--- config.mk ---
export PLATFORM = sky130hd
export DESIGN_NAME = angular_coverage_checker_core_flat
export DESIGN_NICKNAME = d
export VERILOG_FILES = /design/src/design/acc_pkg.sv /design/src/design/acc_in_if.sv /design/src/design/acc_out_if.sv /design/src/design/angular_coverage_checker_core.sv /design/src/design/acc_gap_unit.sv /design/src/flat_wrapper.sv
export VERILOG_INCLUDE_DIRS = /design/src /design/src/design
export SDC_FILE = /design/constraint.sdc
export NUM_CORES = 2
export LEC_CHECK = 0
export BUFFER_PORTS_ARGS = -buffer_cell sky130_fd_sc_hd__buf_2
export CAP_MARGIN = 20
export CORE_UTILIZATION = 25
export DETAILED_ROUTE_END_ITERATION = 10
export MAX_ROUTING_LAYER = met4
export SLEW_MARGIN = 10
export SYNTH_ARGS = -nofsm -noshare
export SYNTH_HDL_FRONTEND = slang
export SYNTH_SLANG_ARGS = --single-unit
--- constraint.sdc ---
create_clock -name clk_i -period 8.8 [get_ports clk_i]
set_input_delay 0.88 -clock clk_i [delete_from_list [all_inputs] [get_ports clk_i]]
set_output_delay 0.88 -clock clk_i [all_outputs]
set_load 0.02 [all_outputs]
--- src/design/angular_coverage_checker_core_macros.svh ---
// ----------------------------------------------------------------------------
// Angular coverage checker assertion macros
// Shared concurrent assertion wrappers clocked on clk_i with reset rst_ni.
// ----------------------------------------------------------------------------
`ifndef ANGULAR_COVERAGE_CHECKER_CORE_MACROS_SVH
`define ANGULAR_COVERAGE_CHECKER_CORE_MACROS_SVH

// Checked on every edge outside of reset.
`define ACC_ASSERT(lbl, prop, msg) \
  lbl: assert property (@(posedge clk_i) disable iff (!rst_ni) prop) else $error(msg);

// Checked on every edge, reset included.
`define ACC_ASSERT_ALWAYS(lbl, prop, msg) \
  lbl: assert property (@(posedge clk_i) prop) else $error(msg);

`endif

--- src/design/acc_pkg.sv ---
// ----------------------------------------------------------------------------
// Angular coverage checker package
// Widths, reset values, codes and shared types of the checker.
// ----------------------------------------------------------------------------
`timescale 1ns / 1ps

package acc_pkg;

  // Field widths.
  localparam int AngleW   = 31;
  localparam int KindW    = 2;
  localparam int EntriesW = 7;
  localparam int CfgIdxW  = 2;

  // Default store depth.
  localparam int AccCapacity = 64;

  // Smallest set that can surround a point.
  localparam int MinEntries = 6;

  // Register reset values: 72 and 30 degrees of a 2^31 turn.
  localparam logic [AngleW-1:0] GapLimitRst  = 31'd429496730;
  localparam logic [AngleW-1:0] ThinLimitRst = 31'd178956971;

  // Register indexes of the configuration port.
  localparam logic [CfgIdxW-1:0] CfgGapLimit   = 2'd0;
  localparam logic [CfgIdxW-1:0] CfgThinLimit  = 2'd1;
  localparam logic [CfgIdxW-1:0] CfgThinParity = 2'd2;

  // Item kinds; the unused code behaves as a check.
  typedef enum logic [KindW-1:0] {
    KIND_CLEAR  = 2'd0,
    KIND_INSERT = 2'd1,
    KIND_CHECK  = 2'd2
  } kind_e;

  // Sequencer states.
  typedef enum logic [2:0] {
    S_IDLE  = 3'd0,
    S_SRCH  = 3'd1,
    S_SHIFT = 3'd2,
    S_WALK  = 3'd3,
    S_OUT   = 3'd4
  } state_e;

  // Flags from the shared gap unit.
  typedef struct packed {
    logic borrow;
    logic zero;
    logic below_gap;
    logic below_thin;
  } gap_res_t;

endpackage

--- src/design/acc_in_if.sv ---
// ----------------------------------------------------------------------------
// Angular coverage checker input channel
// Valid/ready channel carrying one item: kind and angle.
// ----------------------------------------------------------------------------
`timescale 1ns / 1ps

interface acc_in_if
  import acc_pkg::*;
();
  logic              valid;
  logic              ready;
  logic [KindW-1:0]  kind;
  logic [AngleW-1:0] angle;

  modport source (output valid, output kind, output angle, input ready);
  modport sink (input valid, input kind, input angle, output ready);
endinterface

--- src/design/acc_out_if.sv ---
// ----------------------------------------------------------------------------
// Angular coverage checker output channel
// Valid/ready channel carrying one result: surrounded, entries, overflow.
// ----------------------------------------------------------------------------
`timescale 1ns / 1ps

interface acc_out_if
  import acc_pkg::*;
();
  logic                valid;
  logic                ready;
  logic                surrounded;
  logic [EntriesW-1:0] entries;
  logic                overflow;

  modport source (output valid, output surrounded, output entries, output overflow,
                  input ready);
  modport sink (input valid, input surrounded, input entries, input overflow,
                output ready);
endinterface

--- src/design/angular_coverage_checker_core.sv ---
// ----------------------------------------------------------------------------
// Angular coverage checker core
// Sorted angle set with clear, insert, surround check and thinning of clusters.
// ----------------------------------------------------------------------------
// The set of n angles lives in a single-port-read, single-port-write store and
// the search and the walk go through one shared subtract-and-compare unit, one
// entry per cycle. A clear beat goes from the accept cycle to the result cycle.
// A check beat passes through the accept cycle, one read per entry for the walk
// behind the registered read port, and the result cycle. An insert beat first
// searches for the slot and then shifts the entries above the new angle up by
// one, and the walk then runs over n + 1 entries. A duplicate or dropped insert
// skips the shift. The input is taken only while the sequencer is idle; the
// finished result waits in an output register, so a new beat may start before
// it is taken, but a result still waiting there holds the sequencer in its
// result cycle. No clearing pass follows reset.
// ----------------------------------------------------------------------------
`timescale 1ns / 1ps

`include "angular_coverage_checker_core_macros.svh"

module angular_coverage_checker_core
  import acc_pkg::*;
#(
  parameter int CAPACITY = AccCapacity
) (
  input  logic               clk_i,
  input  logic               rst_ni,
  acc_in_if.sink             in_i,
  acc_out_if.source          out_o,
  input  logic               cfg_we_i,
  input  logic [CfgIdxW-1:0] cfg_idx_i,
  input  logic [AngleW-1:0]  cfg_wdata_i
);

  localparam int AW = $clog2(CAPACITY);
  localparam int CW = $clog2(CAPACITY + 1);

  // Configuration registers.
  logic [AngleW-1:0] gap_limit_q, thin_limit_q;
  logic              thin_parity_q;

  // Control state.
  state_e        state_q, state_d;
  logic [CW-1:0] held_q, held_d;
  logic [CW-1:0] idx_q, idx_d;
  logic          rvld_q, rvld_d;
  logic          out_valid_q, out_valid_d;

  // Working payload.
  logic [AngleW-1:0] a_q, a_d;
  logic [AngleW-1:0] prev1_q, prev1_d;
  logic [AngleW-1:0] first_q, first_d;
  logic [CW-1:0]     pos_q, pos_d;
  logic [CW-1:0]     w_q, w_d;
  logic [AW-1:0]     shw_q, shw_d;
  logic              ok_q, ok_d;
  logic              ovf_q, ovf_d;
  logic              thin1_q, thin1_d;

  // Result register.
  logic                out_surr_q;
  logic [EntriesW-1:0] out_ent_q;
  logic                out_ovf_q;
  logic                out_load;

  // Angle store.
  logic [AngleW-1:0] store_q [CAPACITY];
  logic [AngleW-1:0] rd_data_q;
  logic              rd_en, wr_en;
  logic [AW-1:0]     rd_addr, wr_addr;
  logic [AngleW-1:0] wr_data;

  // Shared unit.
  logic [AngleW-1:0] unit_x, unit_y;
  gap_res_t          gap_res;

  logic [CW-1:0] p;
  logic [CW-1:0] sidx_m1;
  logic          drop;
  logic          start_walk;

  assign p       = idx_q - CW'(1);
  assign sidx_m1 = idx_q - CW'(1);

  acc_gap_unit u_gap (
    .x_i          (unit_x),
    .y_i          (unit_y),
    .gap_limit_i  (gap_limit_q),
    .thin_limit_i (thin_limit_q),
    .res_o        (gap_res)
  );

  // Configuration writes.
  always_ff @(posedge clk_i or negedge rst_ni) begin
    if (!rst_ni) begin
      gap_limit_q   <= GapLimitRst;
      thin_limit_q  <= ThinLimitRst;
      thin_parity_q <= 1'b0;
    end else if (cfg_we_i) begin
      case (cfg_idx_i)
        CfgGapLimit:   gap_limit_q   <= cfg_wdata_i;
        CfgThinLimit:  thin_limit_q  <= cfg_wdata_i;
        CfgThinParity: thin_parity_q <= cfg_wdata_i[0];
        default: ;
      endcase
    end
  end

  // Store with one write port and a registered read port.
  always_ff @(posedge clk_i) begin
    if (rd_en) begin
      rd_data_q <= store_q[rd_addr];
    end
    if (wr_en) begin
      store_q[wr_addr] <= wr_data;
    end
  end

  // Sequencer next state and datapath control.
  always_comb begin
    state_d     = state_q;
    held_d      = held_q;
    idx_d       = idx_q;
    rvld_d      = rvld_q;
    out_valid_d = out_valid_q;
    a_d         = a_q;
    prev1_d     = prev1_q;
    first_d     = first_q;
    pos_d       = pos_q;
    w_d         = w_q;
    shw_d       = shw_q;
    ok_d        = ok_q;
    ovf_d       = ovf_q;
    thin1_d     = thin1_q;
    rd_en       = 1'b0;
    rd_addr     = idx_q[AW-1:0];
    wr_en       = 1'b0;
    wr_addr     = w_q[AW-1:0];
    wr_data     = prev1_q;
    unit_x      = rd_data_q;
    unit_y      = prev1_q;
    drop        = 1'b0;
    start_walk  = 1'b0;
    out_load    = 1'b0;

    // The result register drains independently of the sequencer.
    if (out_o.ready) begin
      out_valid_d = 1'b0;
    end

    case (state_q)
      S_IDLE: begin
        if (in_i.valid) begin
          a_d   = in_i.angle;
          ovf_d = 1'b0;
          case (in_i.kind)
            KIND_CLEAR: begin
              held_d  = '0;
              ok_d    = 1'b0;
              state_d = S_OUT;
            end
            KIND_INSERT: begin
              idx_d   = '0;
              rvld_d  = 1'b0;
              state_d = S_SRCH;
            end
            default: begin
              start_walk = 1'b1;
            end
          endcase
        end
      end

      // Find the first entry not below the new angle.
      S_SRCH: begin
        unit_y = a_q;
        if (idx_q < held_q) begin
          rd_en  = 1'b1;
          idx_d  = idx_q + CW'(1);
          rvld_d = 1'b1;
        end else begin
          rvld_d = 1'b0;
        end
        if ((rvld_q && !gap_res.borrow) || (!rvld_q && idx_q == held_q)) begin
          if (rvld_q && gap_res.zero) begin
            start_walk = 1'b1;
          end else if (held_q == CW'(CAPACITY)) begin
            ovf_d      = 1'b1;
            start_walk = 1'b1;
          end else begin
            pos_d   = rvld_q ? p : held_q;
            idx_d   = held_q;
            rvld_d  = 1'b0;
            state_d = S_SHIFT;
          end
        end
      end

      // Move entries up by one from the top down, then drop the angle in.
      S_SHIFT: begin
        if (rvld_q) begin
          wr_en   = 1'b1;
          wr_addr = shw_q;
          wr_data = rd_data_q;
        end
        if (idx_q > pos_q) begin
          rd_en   = 1'b1;
          rd_addr = sidx_m1[AW-1:0];
          shw_d   = idx_q[AW-1:0];
          idx_d   = sidx_m1;
          rvld_d  = 1'b1;
        end else begin
          rvld_d = 1'b0;
          if (!rvld_q) begin
            wr_en      = 1'b1;
            wr_addr    = pos_q[AW-1:0];
            wr_data    = a_q;
            held_d     = held_q + CW'(1);
            start_walk = 1'b1;
          end
        end
      end

      // Check the gaps and compact the kept entries in place.
      S_WALK: begin
        if (idx_q < held_q) begin
          rd_en  = 1'b1;
          idx_d  = idx_q + CW'(1);
          rvld_d = 1'b1;
        end else begin
          rvld_d = 1'b0;
        end
        if (rvld_q) begin
          if (p == '0) begin
            first_d = rd_data_q;
          end else begin
            if (!gap_res.below_gap) begin
              ok_d = 1'b0;
            end
            drop = (p >= CW'(2)) && (p[0] == thin_parity_q) &&
                   gap_res.below_thin && thin1_q;
            if (!drop) begin
              wr_en = 1'b1;
              w_d   = w_q + CW'(1);
            end
            thin1_d = gap_res.below_thin;
          end
          prev1_d = rd_data_q;
        end else if (idx_q == held_q) begin
          // Last entry is always kept; close the circle with the wrap gap.
          unit_x = first_q;
          held_d = w_q;
          if (held_q != '0) begin
            wr_en  = 1'b1;
            held_d = w_q + CW'(1);
            if (!gap_res.below_gap) begin
              ok_d = 1'b0;
            end
          end
          state_d = S_OUT;
        end
      end

      // Hand the result to the output register once it is free.
      S_OUT: begin
        if (!out_valid_q || out_o.ready) begin
          out_load    = 1'b1;
          out_valid_d = 1'b1;
          state_d     = S_IDLE;
        end
      end

      default: begin
        state_d = S_IDLE;
      end
    endcase

    if (start_walk) begin
      idx_d   = '0;
      rvld_d  = 1'b0;
      w_d     = '0;
      thin1_d = 1'b0;
      ok_d    = (held_d >= CW'(MinEntries));
      state_d = S_WALK;
    end
  end

  // Control registers.
  always_ff @(posedge clk_i or negedge rst_ni) begin
    if (!rst_ni) begin
      state_q     <= S_IDLE;
      held_q      <= '0;
      idx_q       <= '0;
      rvld_q      <= 1'b0;
      out_valid_q <= 1'b0;
      ovf_q       <= 1'b0;
    end else begin
      state_q     <= state_d;
      held_q      <= held_d;
      idx_q       <= idx_d;
      rvld_q      <= rvld_d;
      out_valid_q <= out_valid_d;
      ovf_q       <= ovf_d;
    end
  end

  // Payload registers.
  always_ff @(posedge clk_i) begin
    a_q     <= a_d;
    prev1_q <= prev1_d;
    first_q <= first_d;
    pos_q   <= pos_d;
    w_q     <= w_d;
    shw_q   <= shw_d;
    ok_q    <= ok_d;
    thin1_q <= thin1_d;
    if (out_load) begin
      out_surr_q <= ok_q;
      out_ent_q  <= EntriesW'(held_q);
      out_ovf_q  <= ovf_q;
    end
  end

  assign in_i.ready       = (state_q == S_IDLE);
  assign out_o.valid      = out_valid_q;
  assign out_o.surrounded = out_surr_q;
  assign out_o.entries    = out_ent_q;
  assign out_o.overflow   = out_ovf_q;

  // Assertions.
  `ACC_ASSERT(a_held_bound, held_q <= CW'(CAPACITY), "held count exceeds capacity")
  `ACC_ASSERT(a_walk_wr_behind, (state_q == S_WALK && wr_en) |-> (w_q < idx_q), "write ahead of read")
  `ACC_ASSERT(a_ovf_full, $rose(ovf_q) |-> (held_q == CW'(CAPACITY)), "overflow with room left")
  `ACC_ASSERT(a_accept_leaves_idle, (in_i.valid && in_i.ready) |=> (state_q != S_IDLE), "beat not started")
  `ACC_ASSERT(a_out_hold, (state_q == S_OUT && out_valid_q && !out_o.ready) |=> (state_q == S_OUT), "result lost")

endmodule

--- src/design/acc_gap_unit.sv ---
// ----------------------------------------------------------------------------
// Angular coverage checker gap unit
// Shared subtractor and limit compares for the search and the walk.
// ----------------------------------------------------------------------------
`timescale 1ns / 1ps

module acc_gap_unit
  import acc_pkg::*;
(
  input  logic [AngleW-1:0] x_i,
  input  logic [AngleW-1:0] y_i,
  input  logic [AngleW-1:0] gap_limit_i,
  input  logic [AngleW-1:0] thin_limit_i,
  output gap_res_t          res_o
);

  logic [AngleW:0]   diff;
  logic [AngleW-1:0] gap;

  // One wide subtract: the low bits are the circular gap, the top bit the borrow.
  assign diff = {1'b0, x_i} - {1'b0, y_i};
  assign gap  = diff[AngleW-1:0];

  assign res_o.borrow     = diff[AngleW];
  assign res_o.zero       = (gap == '0);
  assign res_o.below_gap  = (gap < gap_limit_i);
  assign res_o.below_thin = (gap < thin_limit_i);

endmodule

--- src/flat_wrapper.sv ---
// flat-port wrapper written by rule: the top's interface ports become plain ports
module angular_coverage_checker_core_flat import acc_pkg::*;
#(
  parameter int CAPACITY = AccCapacity
)
  (clk_i, rst_ni, cfg_we_i, cfg_idx_i, cfg_wdata_i, in_i_valid, in_i_kind, in_i_angle, in_i_ready, out_o_valid, out_o_surrounded, out_o_entries, out_o_overflow, out_o_ready);
  acc_in_if in_i_i ();
  acc_out_if out_o_i ();
  input  logic clk_i;
  input  logic rst_ni;
  input  logic cfg_we_i;
  input  logic [CfgIdxW-1:0] cfg_idx_i;
  input  logic [AngleW-1:0] cfg_wdata_i;
  input wire logic [$bits(in_i_i.valid)-1:0] in_i_valid;
  input wire logic [$bits(in_i_i.kind)-1:0] in_i_kind;
  input wire logic [$bits(in_i_i.angle)-1:0] in_i_angle;
  output wire logic [$bits(in_i_i.ready)-1:0] in_i_ready;
  output wire logic [$bits(out_o_i.valid)-1:0] out_o_valid;
  output wire logic [$bits(out_o_i.surrounded)-1:0] out_o_surrounded;
  output wire logic [$bits(out_o_i.entries)-1:0] out_o_entries;
  output wire logic [$bits(out_o_i.overflow)-1:0] out_o_overflow;
  input wire logic [$bits(out_o_i.ready)-1:0] out_o_ready;
  assign in_i_i.valid = in_i_valid;
  assign in_i_i.kind = in_i_kind;
  assign in_i_i.angle = in_i_angle;
  assign in_i_ready = in_i_i.ready;
  assign out_o_valid = out_o_i.valid;
  assign out_o_surrounded = out_o_i.surrounded;
  assign out_o_entries = out_o_i.entries;
  assign out_o_overflow = out_o_i.overflow;
  assign out_o_i.ready = out_o_ready;
  angular_coverage_checker_core #(.CAPACITY(CAPACITY)) u_core (.clk_i(clk_i), .rst_ni(rst_ni), .in_i(in_i_i), .out_o(out_o_i), .cfg_we_i(cfg_we_i), .cfg_idx_i(cfg_idx_i), .cfg_wdata_i(cfg_wdata_i));
endmodule
==> flow_summary.yaml <==
floorplan:
  rows: 221
  dieHeight_um: 606
  io_pins: 82
  core_region_area_sq_um: 363000
  start_util_pct: 25.2
  dieWidth_um: 606
  die_area_sq_um: 368000
route:
  vias_per_cell: 4.86
  drc_errors: 0
  drt_iter0_drc: 7617
  drt_wl_total_um: 277000
  drtAntennaViolNets: 0
  wl_per_cell_um: 22.6
  vias: 59777
  drt_pass1_iterations: 6
critical_path:
  slowest_delay_ps: 820
  cp_cell_sequence: "inv_1 > ha_1 > nand4_1 > nor3_1 > and3_1 > buf_12 > mux2_2 > ha_1 > a21oi_1 > o21ai_0 > a21oi_1 > mux2_2 > a311oi_1 > ha_1 > a21o_1 > a21oi_1 > o221a_2 > a221oi_1 > o31ai_2 > buf_4 > a21boi_0 > nand2_1 > buf_4 > nor2_4"
  required_ps: 9280
  critPathKind: "register to register"
  critPathSlowestCell: "nor2_4"
  critPathBufInv: 4
  startpoint_type: "register"
  end_kind: "register"
  critPathArrivalTime_ps: 8810
  cpLargestDelayFamily: "compound AO/OA/AOI/OAI gates"
  worst-path-max-fanout: 31
grt:
  grt_max_degree: 187
  grt_util_all_layers_pct: 15.0
  antenna_found_initial: 24
  grt_overflow: 0
  grt_pass1_vias: 56283
  grt_pass1_wl_um: 399000
clock_tree:
  clk_latency_ps: 890
  cts_tree: "done"
  cts-root-buf: "clkbuf_16"
  htreeDepth: 4
  cts-buffers-inserted: 215
  cts_buffer_depth: 3
  cts_sinks: 2222
  clk_pin_slew_ps: 60
worst_hold_path:
  hp-class: "input pin to register"
pwr:
  p_int_w: 0.0231
  swShare_pct: 40.8
  pwr-share-clk_pct: 24.0
  power.leakage_nw: 35.3
  switching_power_w: 0.0159
  vdd_ir_drop_max_uv: 340
  p_per_area_nw_per_um2: 369
  combPwrFrac_pct: 39.9
  seq_power_share_pct: 36.1
sta:
  setup_viol: 0
  hold_viol: 0
  finClkSkew_ps: 88.4
  tightest_slew_ps: 1270
  setup_tns_ps: 0
  slew_viol_final: 0
  fin_crit_ps: 8330
  rsz0062_at_grt: "no"
  setup_ws_ps: 472
  slew_headroom_pct: 15.6
  max_clock_freq_ghz: 0.120
  fin_crit_sh_pct: 94.6
place:
  port_buffers: 81
  place_inst: 11860
  place_area_sq_um: 98400
  dp_slack_ps: 446
  hpwl_um: 169000
  gp_congestion: 0.935
synthesis:
  ys_seq_area_share_pct: 72.6
  synth-compound-area-share_pct: 3.55
  synth_seq_cells: 2222
  syn_area_sq_um: 91300
  synthFlopType: "edfxtp_1"
  syn_avg_cell_area_sq_um: 12.5
  synth_common_cells: "2131 x edfxtp_1, 2124 x nand2_1, 1012 x nand3_1"
  synth_nets: 7466
  synth_most_common_cell: "edfxtp_1"
  ys_types: 82
  synth_cells: 7281
  synth_top_area_share_pct: 70.1
  synth_top_area_cell: "edfxtp_1"
  synth_top_family_by_area: "simple AND/OR/NAND/NOR gates"
  synth-xor-area-share_pct: 0.393
  yosys_warnings: 0
  synth_area_leaders: "edfxtp_1 70%, nand2_1 8.7%, nand3_1 5.5%, nand4_1 1.8%, clkbuf_1 1.6%"
  synth_simple_gate_area_share_pct: 17.9
  async_reset_ff_share_pct: 3.74
  synth_edf_count: 2131
  synth.area.mux_share_pct: 1.88
  synth_adder_area_share_pct: 1.57
job:
  maxCapViolCount: 0
layout:
  final_area_sq_um: 106000
  syn_to_final_growth_pct: 15.9
  regArea_sq_um: 66300
  post-route-util_pct: 29.1
  stdcell_count: 12289
  multi_input_area_sq_um: 24100
  nFillCells: 36305
  drive_gt1_share_pct: 10.6
  fin_nets: 7479
run_status:
  outcome: "completed"
what timing repair did:
item | in CTS | in global routing
hold buffers | 1 | 0
gates resized for setup | 0 | 0
hold endpoints to repair | 25 | 0
buffers inserted | 0 | 0
cell families (layout without fill, tap and decap cells):
| family | after synthesis | after routing |
|---|---|---|
| flip-flops | 2222 | 2222 |
| adder cells (fa/ha/maj) | 114 | 114 |
| multiplexers | 159 | 159 |
| AND/OR/NAND/NOR | 3712 | 3712 |
| buffers and inverters | 518 | 717 |
| XOR/XNOR | 41 | 41 |
| AO/OA/AOI/OAI | 515 | 515 |
| other | 0 | 15 |
path summary, 6_finish.rpt:
kind | cells past startpoint | endpoint | slack (ps) | from
worst min-delay path | 1 | u_core.a_q[14]$_DFFE_PP_ | 240 | in_i_angle[14]
worst max-delay path | 24 | u_core.store_q[26][22]$_DFFE_PP_ | 470 | u_core.held_q[2]$_DFF_PN0_
max in group asynchronous | 3 | u_core.gap_limit_q[17]$_DFFE_PN0P_ | 7210 | rst_ni
min in group asynchronous | 2 | u_core.gap_limit_q[30]$_DFFE_PN0P_ | 500 | rst_ni
worst min register to register | 0 | u_core.out_o.surrounded$_DFFE_PP_ | 430 | u_core.ok_q$_SDFFCE_PN0P_
worst max register to register | 24 | u_core.store_q[26][22]$_DFFE_PP_ | 470 | u_core.held_q[2]$_DFF_PN0_
power groups by stage:
stage	clock, W	sequential, W	combinational (W)
floorplan	0	0.0144	0.00861
global placement	0	0.0143	0.0152
detailed placement	0	0.0143	0.0153
CTS	0.00947	0.0141	0.0154
global route	0.00985	0.0141	0.0166
finish	0.00936	0.0141	0.0156
routing by layer:
metal	vias to the layer above	GRT usage [%]	share of wire (%)
met3	414	2.84	9.1
li1	26643	-	-
met5	-	-	0
met4	0	5.11	3.8
met2	2795	22.4	44
met1	29925	20.4	43
stage by stage:
stage	total power, W	hold slack (ps)
2_1_floorplan	0.0230	400
3_3_place_gp	0.0295	407
3_5_place_dp	0.0296	415
4_1_cts	0.0389	186
5_1_grt	0.0405	198
6_report	0.0390	243
flip-flops by register name, indices dropped and copies added, names as in the netlist, 3 cells and up:
register	flops
u_core.store_q	1984
u_core.a_q	31
u_core.first_q	31
u_core.gap_limit_q	31
u_core.prev1_q	31
u_core.rd_data_q	31
u_core.thin_limit_q	31
u_core.held_q	7
u_core.idx_q	7
u_core.out_o.entries	7
u_core.pos_q	7
u_core.w_q	7
u_core.shw_q	6
u_core.state_q	3
cell usage in the layout (no fill, tap or decap), drive strengths merged, types with 30 or more instances in the layout:
cell type and n:
edfxtp 2131, nand2 2124, nand3 1012, clkbuf 268, nand4 267, buf 219
nor2 153, o22ai 131, o21ai 124, ha 113, clkinv 101, inv 100
mux2 97, a21oi 92, mux2i 62, dfrtp 53, a21o 33, or4 33
dfstp 30
worst register-to-register path: cells and delay by family (launching register included):
kind,cells,cell delay (ps)
AO/OA/AOI/OAI,10,2940
adder cells (fa/ha/maj),3,1020
buffers and inverters,4,890
flip-flops,1,520
multiplexers,2,760
AND/OR/NAND/NOR,5,1790
layout make-up:
cell class | count | area share [%]
inverters | 94 | 0.333
clock inverters | 135 | 1.40
clock buffers | 268 | 5.37
well taps | 4794 | 5.67
diodes | 15 | 0.0355
multi-input cells | 4541 | 22.8
repair buffers | 220 | 1.77
flip-flops and latches | 2222 | 62.6
Note: power is estimated with default switching activity, not from simulation.
